===== src/sv/lgtr_pkg.sv =====
// ----------------------------------------------------------------------------
// lgtr_pkg
// shared types and constants of the lda gibbs topic resampler
// ----------------------------------------------------------------------------
package lgtr_pkg;

    localparam int DOC_W   = 10;
    localparam int WORD_W  = 12;
    localparam int TIDX_W  = 4;
    localparam int VAL_W   = 16;
    localparam int FUNC_W  = 2;
    localparam int CFG_IDX_W = 2;
    localparam int VOC_W   = 13;
    localparam int ACT_W   = 5;
    localparam int TW_W    = 32;
    localparam int DT_W    = 16;
    localparam int SCORE_W = 32;
    localparam int LEFT_W  = 33;
    localparam int RIGHT_W = 27;
    localparam int VB_W    = 29;
    localparam int NUM_W   = 60;
    localparam int DEN_W   = 33;

    localparam logic [FUNC_W-1:0] FUNC_LOAD_ALPHA = 2'd0;
    localparam logic [FUNC_W-1:0] FUNC_ADD_TOKEN  = 2'd1;
    localparam logic [FUNC_W-1:0] FUNC_RESAMPLE   = 2'd2;

    localparam logic [CFG_IDX_W-1:0] REG_BETA_PRIOR   = 2'd0;
    localparam logic [CFG_IDX_W-1:0] REG_VOCAB_SIZE   = 2'd1;
    localparam logic [CFG_IDX_W-1:0] REG_ACTIVE_TOPIC = 2'd2;

    localparam logic [VAL_W-1:0] BETA_RESET   = 16'd10;
    localparam logic [VOC_W-1:0] VOCAB_RESET  = 13'd4096;
    localparam logic [ACT_W-1:0] ACTIVE_RESET = 5'd16;

    typedef enum logic [3:0] {
        ST_CLEAR,
        ST_IDLE,
        ST_DECODE,
        ST_CHG_RD,
        ST_CHG_WR,
        ST_SC_RD,
        ST_SC_MUL0,
        ST_SC_MUL1,
        ST_SC_MUL2,
        ST_SC_DIV0,
        ST_SC_DIV,
        ST_SC_STORE,
        ST_LIMIT,
        ST_PICK,
        ST_OUT
    } state_t;

endpackage


===== src/sv/lgtr_divider.sv =====
// ----------------------------------------------------------------------------
// lgtr_divider
// restoring divider, one quotient bit per cycle, saturating 32 bit quotient
// of num * 64 / den, zero when den is zero
// ----------------------------------------------------------------------------
module lgtr_divider (
    input  logic                              clk,
    input  logic                              rst_n,
    input  logic                              start,
    input  logic [lgtr_pkg::NUM_W-1:0]        num,
    input  logic [lgtr_pkg::DEN_W-1:0]        den,
    output logic                              done,
    output logic [lgtr_pkg::SCORE_W-1:0]      quot
);

    localparam int EXT_W = lgtr_pkg::NUM_W + 6;
    localparam int HI_W  = EXT_W - lgtr_pkg::SCORE_W;
    localparam int CNT_W = $clog2(lgtr_pkg::SCORE_W);

    logic [EXT_W-1:0]                 n_ext;
    logic [HI_W-1:0]                  n_hi;
    logic                             den_zero;
    logic                             too_big;
    logic [lgtr_pkg::DEN_W:0]         rem_shift;
    logic                             ge;
    logic [lgtr_pkg::DEN_W-1:0]       rem_next;

    logic                             busy_reg;
    logic                             done_reg;
    logic [CNT_W-1:0]                 cnt_reg;
    logic [lgtr_pkg::DEN_W-1:0]       rem_reg;
    logic [lgtr_pkg::SCORE_W-1:0]     low_reg;
    logic [lgtr_pkg::DEN_W-1:0]       den_reg;
    logic [lgtr_pkg::SCORE_W-1:0]     quot_reg;

    always_comb
    begin
        n_ext     = {num, 6'b0};
        n_hi      = n_ext[EXT_W-1:lgtr_pkg::SCORE_W];
        den_zero  = (den == '0);
        too_big   = (n_hi >= HI_W'(den));
        rem_shift = {rem_reg, low_reg[lgtr_pkg::SCORE_W-1]};
        ge        = (rem_shift >= {1'b0, den_reg});
        rem_next  = ge ? lgtr_pkg::DEN_W'(rem_shift - {1'b0, den_reg})
                       : lgtr_pkg::DEN_W'(rem_shift);
    end

    always_ff @(posedge clk or negedge rst_n)
    begin
        if (!rst_n)
        begin
            busy_reg <= 1'b0;
            done_reg <= 1'b0;
            cnt_reg  <= '0;
        end
        else
        begin
            done_reg <= 1'b0;
            if (start)
            begin
                busy_reg <= !(den_zero || too_big);
                done_reg <= den_zero || too_big;
                cnt_reg  <= '0;
            end
            else if (busy_reg)
            begin
                cnt_reg <= cnt_reg + CNT_W'(1);
                if (cnt_reg == CNT_W'(lgtr_pkg::SCORE_W - 1))
                begin
                    busy_reg <= 1'b0;
                    done_reg <= 1'b1;
                end
            end
        end
    end

    always_ff @(posedge clk)
    begin
        if (start)
        begin
            rem_reg  <= n_hi[lgtr_pkg::DEN_W-1:0];
            low_reg  <= n_ext[lgtr_pkg::SCORE_W-1:0];
            den_reg  <= den;
            quot_reg <= den_zero ? '0 : '1;
        end
        else if (busy_reg)
        begin
            rem_reg <= rem_next;
            low_reg <= {low_reg[lgtr_pkg::SCORE_W-2:0], ge};
            if (cnt_reg == CNT_W'(lgtr_pkg::SCORE_W - 1))
            begin
                quot_reg <= {low_reg[lgtr_pkg::SCORE_W-2:0], ge};
            end
        end
    end

    assign done = done_reg;
    assign quot = quot_reg;

endmodule


===== config.mk =====
export PLATFORM = sky130hd
export DESIGN_NAME = lgtr_divider
export DESIGN_NICKNAME = d
export VERILOG_FILES = /design/src/sv/lgtr_pkg.sv /design/src/sv/lgtr_divider.sv
export SDC_FILE = /design/constraint.sdc
export NUM_CORES = 1
export LEC_CHECK = 0
export BUFFER_PORTS_ARGS = -buffer_cell sky130_fd_sc_hd__buf_4
export CORE_MARGIN = 2
export CORE_UTILIZATION = 55
export DETAILED_ROUTE_END_ITERATION = 7
export GPL_TIMING_DRIVEN = 0
export PLACE_DENSITY = 0.77
export SKIP_CTS_REPAIR_TIMING = 1
export SLEW_MARGIN = 0
export SYNTH_ARGS = -nofsm -noshare
export SYNTH_HDL_FRONTEND = slang
export SYNTH_SLANG_ARGS = --single-unit

===== constraint.sdc =====
create_clock -name clk -period 6.4 [get_ports clk]
set_clock_uncertainty 0.2 [all_clocks]
set_input_delay 0.96 -clock clk [delete_from_list [all_inputs] [get_ports clk]]
set_output_delay 0.96 -clock clk [all_outputs]
set_load 0.1 [all_outputs]

==> impl_metrics.csv, run 1 <==
group,metric,value,unit
timing,final-hold-violation-count,0,
route,finalWirelength,26.6,mm
route,drtIter0Drc,749,
floorplan,num_rows,46,
layout,syn2layout_area_growth,21.0,%
placement,placed_cells,1265,
route,vias_per_cell,6.09,
critical_path,critical_path.max_fanout,59,
critical_path,start_kind,"input pin",
floorplan,die_x,133,um
worst_hold_path,hold_class,"input pin to asynchronous set/reset pin",
clocking,cts_buffers,17,
clocking,clk_pin_slew,0.06,ns
placement,routabilityCongestion,0.937,
route,dr.pass1.iters,7,
critical_path,cp_top_family,"buffers and inverters",
global_route,grt_overflow,0,
placement,place_hpwl,19.7,mm
yosys,synth-edff-count,124,
yosys,yosysUniqueCellTypes,83,
clocking,clock-root-buffer,"clkbuf_16",
yosys,syn_inst,921,
clocking,htree_levels,4,
power_and_ir_drop,ir_drop,0.239,mV
critical_path,end_kind,"register",
clocking,clock_sinks,137,
yosys,syn_avg_cell_area,9.86,sq um
route,wl_per_cell,20.5,um
layout,layout-drive-gt1-share,20.3,%
power_and_ir_drop,p_per_area,344,nW/um^2
global_route,grt_pass1_vias,7724,
placement,portBuffers,128,
yosys,synth_area,9080,sq um
timing,slew_viol_final,0,
global_route,grt_pass1_wl,41.5,mm
global_route,grt_usage,30.6,%
timing,fmax,276,MHz
global_route,antenna_found_initial,0,
layout,nets,1234,
yosys,synth-async-reset-ratio,5.11,%
timing,rsz0062_at_grt,"false",
floorplan,initial_core_util,56.8,%
floorplan,fp.dieH,133,um
critical_path,cp_data_arrival_time,3.47,ns
clocking,cts_tree,"yes",
floorplan,fp.coreArea,16000,sq um
yosys,ys_seq_area_share,44.2,%
timing,fin_tns_setup,0,ns
job,cap_violations,0,
route,num_vias,7907,
power_and_ir_drop,p_leak,4.74,nW
timing,fin_crit_sh,56.6,%
clocking,worstSkewPairLatency,0.43,ns
timing,max-slew-margin-rel,38.7,%
floorplan,die-area,17600,sq um
timing,worst_slew_pin_slew,0.919,ns
layout,fin_cells,1298,
critical_path,cpPeakStageDelay,0.85,ns
route,postRouteAntennaNets,0,
yosys,ys_seq_elements,137,
timing,period_minus_slack,3.62,ns
floorplan,io_pins,129,
critical_path,critical-path-slowest-cell,"or2_4",
yosys,syn_nets,1086,
critical_path,critPathKind,"input pin to register",
status,status,"finished clean",
timing,finalSetupViolCount,0,
yosys,yosysWarnings,0,
clocking,cts_buffer_depth,2,
critical_path,r2r_slack,3.06,ns
critical_path,crit_required,6.25,ns
layout,final_core_util,68.7,%
global_route,grt_start_max_net_pins,60,
layout,fillers,1288,
layout,diodes,0,
yosys,ys.flop_type,"edfxtp_1",
critical_path,cp_cell_sequence,"buf_4, clkbuf_1, buf_1, or2_4",
route,route.detailed.drc,0,
critical_path,path_buf_inv,3,
==> per-layer routing <==
metal / vias up / GRT usage (%) / share of wire, %
met3: 55 / 6.63 / 9.5
li1: 3681 / - / -
met2: 420 / 50.7 / 48
met5: - / 0 / 0
met1: 3751 / 39.6 / 40
met4: 0 / 11.4 / 3.1
==> cell usage after synthesis (all sizes together) (4+ instances only) <==
library cell,instances,area share (%)
edfxtp,124,41
inv,108,4.5
o21ai,87,4.9
nand2,83,3.4
ha,68,9.4
a21oi,47,2.7
nor2,46,2.1
a21o,32,2.6
clkbuf,28,1.2
nand4,28,1.9
buf,26,1.9
a31oi,22,1.8
xnor2,18,1.7
nand3,17,0.99
and2,12,0.85
nor4,12,0.83
o31ai,12,1.3
nor3,11,0.61
xor2,10,0.96
and3,9,0.62
mux2i,9,0.99
o211ai,9,0.74
o311ai,9,1.1
a211oi,7,0.63
a41oi,7,0.68
dfrtp,7,1.9
nand2b,7,0.48
dfxtp,6,1.3
o21bai,6,0.50
a2111oi,4,0.88
a22oi,4,0.54
nor2b,4,0.28
==> where the power goes <==
group	internal [mW]	switching, mW	total [mW]	leakage [nW]
registers	1.13	0.0632	1.19	1.37
logic	0.552	0.945	1.50	3.05
clock network	0.695	0.400	1.09	0.316
==> cells by family (layout without fill, tap and decap cells) <==
kind of cell,after synthesis,count (layout),synth area share (%)
DFF,137,137,44.2
xor gates and xnor gates,28,28,2.70
and+or+nand+nor,245,245,13.9
buffers and inverters,162,323,7.58
adders and majority gates,69,69,9.59
AOI/OAI and AO/OA,270,270,20.9
muxes,10,10,1.12
==> cell type report <==
cell class / count / area (sq um) / share of cell area (%)
multi-input cells: 622 / 4380 / 39.8
flip-flops and latches: 137 / 4020 / 36.6
repair buffers: 129 / 988 / 8.99
clock buffers: 18 / 429 / 3.90
inverters: 108 / 405 / 3.69
plain buffers: 54 / 283 / 2.57
well taps: 216 / 270 / 2.46
clock inverters: 14 / 218 / 1.98
==> cell usage in the layout (no fill, tap or decap), drive strengths merged, types with 11 or more instances in the layout <==
cell type / count
a21o: 32
a21oi: 47
a31oi: 22
and2: 12
buf: 155
clkbuf: 46
edfxtp: 124
ha: 68
inv: 112
nand2: 83
nand3: 17
nand4: 28
nor2: 46
nor3: 11
nor4: 12
o21ai: 87
o31ai: 12
xnor2: 18
==> worst register-to-register path: stages, from the launching register on <==
cell	delay (ns)
edfxtp_1	0.40
inv_1	0.08
ha_1	0.16
inv_1	0.05
fa_1	0.43
a21oi_1	0.26
o221ai_2	0.22
a22oi_2	0.25
a22oi_4	0.15
a21o_1	0.19
buf_6	0.15
nor2_8	0.20
buf_8	0.22
o311ai_4	0.10
==> per-stage QoR <==
step | hold WS [ns] | setup WS, ns | power, mW | instance area [sq um]
2_1_floorplan | 0.283 | 3.39 | 2.26 | 9080
3_3_place_gp | 0.307 | 2.00 | 2.63 | 10300
3_5_place_dp | 0.310 | 2.34 | 2.65 | 10300
4_1_cts | 0.137 | 2.81 | 3.74 | 11000
5_1_grt | 0.141 | 2.74 | 3.95 | 11000
6_report | 0.138 | 2.78 | 3.78 | 11000
==> worst paths after layout <==
kind | start | end | depth (start not counted)
setup / recovery | start | rem_reg[18] | 4
hold / removal | rst_n | done | 1
setup reg to reg | low_reg[31] | rem_reg[21] | 13
hold reg to reg | low_reg[1] | low_reg[1] | 2
max in group asynchronous | rst_n | cnt_reg[0] | 1
min in group clk | low_reg[1] | low_reg[1] | 2
Power figures use the tool's default switching activity.
==> run 2, diff against run 1 <==
==> constraint.sdc (replaced) <==
create_clock -name clk -period 3.5 [get_ports clk]
set_clock_uncertainty 0.2 [all_clocks]
set_input_delay 0.525 -clock clk [delete_from_list [all_inputs] [get_ports clk]]
set_output_delay 0.525 -clock clk [all_outputs]
set_load 0.1 [all_outputs]
==> impl_metrics.csv, run 2 (same netlist as run 1, synthesis figures left out) <==
group,metric,value,unit
power_and_ir_drop,switchingPower,2.58,mW
placement,routabilityCongestion,0.937,
status,status,"finished clean",
layout,final_core_util,68.8,%
route,postRouteAntennaNets,0,
worst_hold_path,worstHoldEndpoint,"den_reg[8]",
timing,finalSetupViolCount,0,
floorplan,die_x,133,um
timing,worst_slew_pin_slew,0.907,ns
critical_path,cp_data_arrival_time,3.31,ns
route,wl_met2,12.8,mm
power_and_ir_drop,switching_share,37.2,%
power_and_ir_drop,power,6.92,mW
layout,diodes,0,
route,vias_per_cell,6.09,
placement,dp_slack,-0.129,ns
placement,place_hpwl,19.7,mm
placement,portBuffers,128,
global_route,grt_overflow,0,
floorplan,fp.coreArea,16000,sq um
route,drt-met1-wl,10.6,mm
timing,fin_ws,0.143,ns
critical_path,r2r-start,"low_reg[31]",
layout,seqCellArea,4020,sq um
layout,layout-drive-gt1-share,20.3,%
floorplan,num_rows,46,
clocking,worstSkewPairLatency,0.43,ns
global_route,grt_usage,30.6,%
global_route,grt_start_max_net_pins,60,
layout,multi_input_area,4380,sq um
critical_path,r2r_cells,13,
clocking,cts_buffer_depth,2,
floorplan,die-area,17600,sq um
power_and_ir_drop,comb_power_share,39.6,%
clocking,cts_buffers,17,
power_and_ir_drop,pwr-share-clk,29.0,%
power_and_ir_drop,p_per_area,629,nW/um^2
timing,rsz0062_at_grt,"false",
clocking,clk_pin_slew,0.06,ns
critical_path,crit_required,3.45,ns
global_route,antenna_found_initial,0,
clocking,clock_sinks,137,
layout,syn2layout_area_growth,21.1,%
timing,fmax,298,MHz
route,highest_layer,"met4",
power_and_ir_drop,ir_drop,0.436,mV
worst_hold_path,hold_class,"input pin to register",
worst_hold_path,min_from,"den[8]",
route,wl_per_cell,20.6,um
timing,slew_viol_final,0,
timing,final-hold-violation-count,0,
global_route,grt_pass1_vias,7724,
timing,period_minus_slack,3.36,ns
critical_path,start_kind,"register",
timing,max-slew-margin-rel,39.5,%
floorplan,io_pins,129,
critical_path,critPathKind,"register to register",
critical_path,critical_path.max_fanout,10,
clocking,cts_tree,"yes",
route,finalWirelength,26.7,mm
critical_path,r2r_slack,0.14,ns
power_and_ir_drop,p_leak,4.74,nW
route,wl_met3,2.54,mm
layout,fillers,1284,
route,num_vias,7910,
floorplan,fp.dieH,133,um
route,dr.pass1.iters,6,
layout,nets,1235,
power_and_ir_drop,p_int,4.34,mW
clocking,htree_levels,4,
critical_path,end_kind,"register",
power_and_ir_drop,sequentialPowerShare,31.5,%
layout,final_common_cell,"buf_4",
floorplan,initial_core_util,56.8,%
global_route,grt_pass1_wl,41.5,mm
clocking,clock-root-buffer,"clkbuf_16",
worst_hold_path,hold_depth,1,
layout,mostFrequentLayoutCells,"buf_4 (134), edfxtp_1 (124), inv_1 (108)",
job,cap_violations,0,
route,drtIter0Drc,734,
route,route.detailed.drc,0,
timing,holdWs,0.0871,ns
timing,fin_crit_sh,95.9,%
critical_path,r2r_end,"rem_reg[21]",
[run 2: cell type report]
class,count,share of cell area (%)
multi-input cells,622,39.8
flip-flops and latches,137,36.5
repair buffers,130,9.08
clock buffers,18,3.90
inverters,108,3.69
plain buffers,54,2.57
well taps,216,2.46
clock inverters,14,1.98
[run 2: routing by layer]
layer,vias up,track usage (%)
met2,413,50.7
met5,-,0
met4,0,11.4
met3,54,6.63
li1,3679,-
met1,3764,39.6
[run 2: power groups by stage]
| stage | logic, mW | clock network [mW] | registers, mW |
|---|---|---|---|
| after CTS | 2.67 | 2.00 | 2.17 |
| after floorplan | 1.79 | 0 | 2.34 |
| after global routing | 2.96 | 2.06 | 2.19 |
| after global placement | 2.61 | 0 | 2.19 |
| final | 2.74 | 2.00 | 2.18 |
| after detailed placement | 2.65 | 0 | 2.20 |
[run 2: worst max path at each step]
stage	cells after the start	start	to
2_1_floorplan	13	low_reg[31]	rem_reg[21]
3_3_place_gp	4	start	rem_reg[23]
3_5_place_dp	5	start	quot[18]
4_1_cts	13	low_reg[31]	rem_reg[21]
5_1_grt	11	low_reg[31]	rem_reg[20]
6_report	13	low_reg[31]	rem_reg[21]
[run 2: stage by stage]
| stage | area, sq um | std cells | TNS [ns] |
|---|---|---|---|
| after global placement | 10300 | 1265 | -29.50 |
| after CTS | 11000 | 1297 | 0 |
| after detailed placement | 10300 | 1265 | -6.72 |
| after global routing | 11000 | 1299 | 0 |
| final | 11000 | 1299 | 0 |
| after floorplan | 9080 | 921 | 0 |
[run 2: critical path: stages (launching register included)]
cell,delay [ns]
edfxtp_1,0.40
inv_1,0.08
ha_1,0.15
inv_1,0.05
fa_1,0.43
a21oi_1,0.26
o221ai_2,0.22
a22oi_2,0.26
a22oi_4,0.15
a21o_1,0.19
buf_6,0.15
nor2_8,0.20
buf_8,0.22
o311ai_4,0.10
==> run 3, diff against run 2 <==
--- a/config.mk
+++ b/config.mk
@@ -5,6 +5,7 @@
 export SDC_FILE = /design/constraint.sdc
 export NUM_CORES = 1
 export LEC_CHECK = 0
+export ABC_AREA = 1
 export BUFFER_PORTS_ARGS = -buffer_cell sky130_fd_sc_hd__buf_4
 export CORE_MARGIN = 2
 export CORE_UTILIZATION = 55
==> impl_metrics.csv, run 3 <==
group,metric,value,unit
clocking,worstSkewPairLatency,0.43,ns
power_and_ir_drop,p_per_area,600,nW/um^2
worst_hold_path,hold_class,"input pin to register",
critical_path,r2r_slack,0.60,ns
timing,fin_tns_setup,0,ns
global_route,grt_pass1_vias,8905,
critical_path,crit_required,3.47,ns
global_route,grt_pass1_wl,43.8,mm
clocking,clock-root-buffer,"clkbuf_16",
yosys,synth_top_family_by_area,"simple AND/OR/NAND/NOR gates",
yosys,ys.flop_type,"edfxtp_1",
timing,final-hold-violation-count,0,
yosys,syn_nets,1455,
status,status,"finished clean",
global_route,grt_start_max_net_pins,67,
critical_path,cpPeakStageDelay,0.50,ns
global_route,grt_overflow,0,
floorplan,fp.dieH,136,um
clocking,cts_tree,"yes",
yosys,synthMuxAreaShare,0,%
route,vias_per_cell,5.30,
timing,fmax,345,MHz
placement,place_hpwl,21.6,mm
layout,final_common_cell,"nand2_1",
yosys,yosys.area.top_type,"edfxtp_1",
critical_path,cp_data_arrival_time,2.87,ns
route,postRouteAntennaNets,0,
yosys,ys_seq_elements,137,
timing,max-slew-margin-rel,38.8,%
route,dr.pass1.iters,5,
floorplan,num_rows,48,
timing,finalSetupViolCount,0,
clocking,clock_sinks,137,
critical_path,critical_path.max_fanout,10,
critical_path,critical-path-slowest-cell,"fa_1",
global_route,antenna_found_initial,0,
yosys,synth_xor_area_share,1.37,%
timing,period_minus_slack,2.90,ns
yosys,synth_area,9610,sq um
floorplan,die_x,136,um
layout,layout-drive-gt1-share,13.0,%
route,num_vias,8881,
timing,rsz0062_at_grt,"false",
floorplan,initial_core_util,56.0,%
layout,diodes,0,
placement,routabilityCongestion,0.984,
power_and_ir_drop,power,6.92,mW
yosys,synth-async-reset-ratio,5.11,%
route,drtIter0Drc,696,
yosys,synth_most_common_cell,"nand2_1",
clocking,htree_levels,4,
layout,mostFrequentLayoutCells,"nand2_1 (470), inv_1 (249), buf_4 (131)",
timing,slew_viol_final,0,
layout,fillers,1529,
critical_path,critPathKind,"register to register",
yosys,ys_seq_area_share,41.8,%
yosys,syn_avg_cell_area,7.45,sq um
layout,syn2layout_area_growth,19.9,%
power_and_ir_drop,ir_drop,0.392,mV
floorplan,io_pins,129,
yosys,synth_fa_ha_area_share,9.06,%
critical_path,cp_cell_sequence,"inv_1, ha_1, inv_1, fa_1, nand3_1, nand3_2, nand2_1, nand2_2, nand2_4, buf_2, nand3b_1, nand3_1, nand2_1",
placement,portBuffers,128,
timing,fin_crit_sh,82.8,%
floorplan,fp.coreArea,17200,sq um
route,finalWirelength,27.4,mm
yosys,synthTopCellsByArea,"edfxtp_1 (39%), nand2_1 (18%), inv_1 (9.7%)",
yosys,yosys.area_share.simple,30.5,%
route,route.detailed.drc,0,
critical_path,end_kind,"register",
placement,dp_slack,0.425,ns
yosys,yosysWarnings,0,
floorplan,die-area,18500,sq um
yosys,yosysTopAreaCellShare,38.7,%
clocking,cts_buffer_depth,2,
critical_path,start_kind,"register",
layout,seqCellArea,4020,sq um
job,cap_violations,0,
power_and_ir_drop,p_leak,6.00,nW
yosys,yosysUniqueCellTypes,39,
layout,multi_input_area,4510,sq um
route,wl_per_cell,16.3,um
yosys,synthTopCellsByCount,"nand2_1 (471), inv_1 (249), edfxtp_1 (124), nand3_1 (73), ha_1 (68)",
yosys,synth-edff-count,124,
timing,fin_ws,0.602,ns
layout,nets,1604,
clocking,clk_pin_slew,0.06,ns
timing,worst_slew_pin_slew,0.918,ns
clocking,cts_buffers,17,
global_route,grt_usage,30.9,%
yosys,syn_inst,1290,
yosys,synth-compound-area-share,5.84,%
==> run 3: metal layers <==
layer	global-route usage [%]	wire [um]	vias to the layer above
li1	-	-	4393
met4	12.3	819	0
met5	0	0	-
met2	51.7	13200	306
met1	38.9	11700	4119
met3	7.08	1750	63
==> run 3: logic make-up after synthesis <==
family | after synthesis
simple gates | 688
buf+inv | 286
flops | 137
compound gates | 95
fa+ha+maj | 69
xor+xnor | 15
==> run 3: final timing paths <==
check | start | to | depth (start not counted)
hold / removal | den[19] | den_reg[19] | 1
max in group asynchronous | rst_n | done | 2
min in group asynchronous | rst_n | cnt_reg[2] | 2
setup / recovery | low_reg[31] | rem_reg[13] | 13
hold reg to reg | low_reg[2] | low_reg[2] | 2
setup reg to reg | low_reg[31] | rem_reg[13] | 13
==> run 3: critical path: cells and delay by family, from the launching register on <==
family / cells / cell delay (ns)
adders and majority gates: 2 / 0.65
DFF: 1 / 0.38
and+or+nand+nor: 8 / 0.96
buffers and inverters: 3 / 0.44
==> run 3: power breakdown <==
part	switching (mW)	total (mW)	internal [mW]
clock	0.772	1.91	1.13
combinational	1.88	2.83	0.949
sequential	0.100	2.18	2.08
==> run 3: area by class of cell <==
type,instances,area share [%]
Multi-Input combinational cell,867,39.2
Sequential cell,137,34.9
Timing Repair Buffer,130,8.66
Inverter,254,8.27
Clock buffer,17,3.69
Tap cell,225,2.44
Clock inverter,14,1.65
Buffer,32,1.26
==> run 3: per-stage QoR <==
| stage | instances | hold slack, ns | area (sq um) | util (%) |
|---|---|---|---|---|
| floorplan | 1290 | 0.0294 | 9610 | - |
| global placement | 1643 | 0.141 | 10900 | 63.2 |
| detailed placement | 1644 | 0.142 | 10900 | 63.5 |
| CTS | 1675 | -0.306 | 11500 | 67.0 |
| global route | 1676 | 0.0677 | 11500 | 67.1 |
| finish | 1676 | 0.0796 | 11500 | 67.1 |
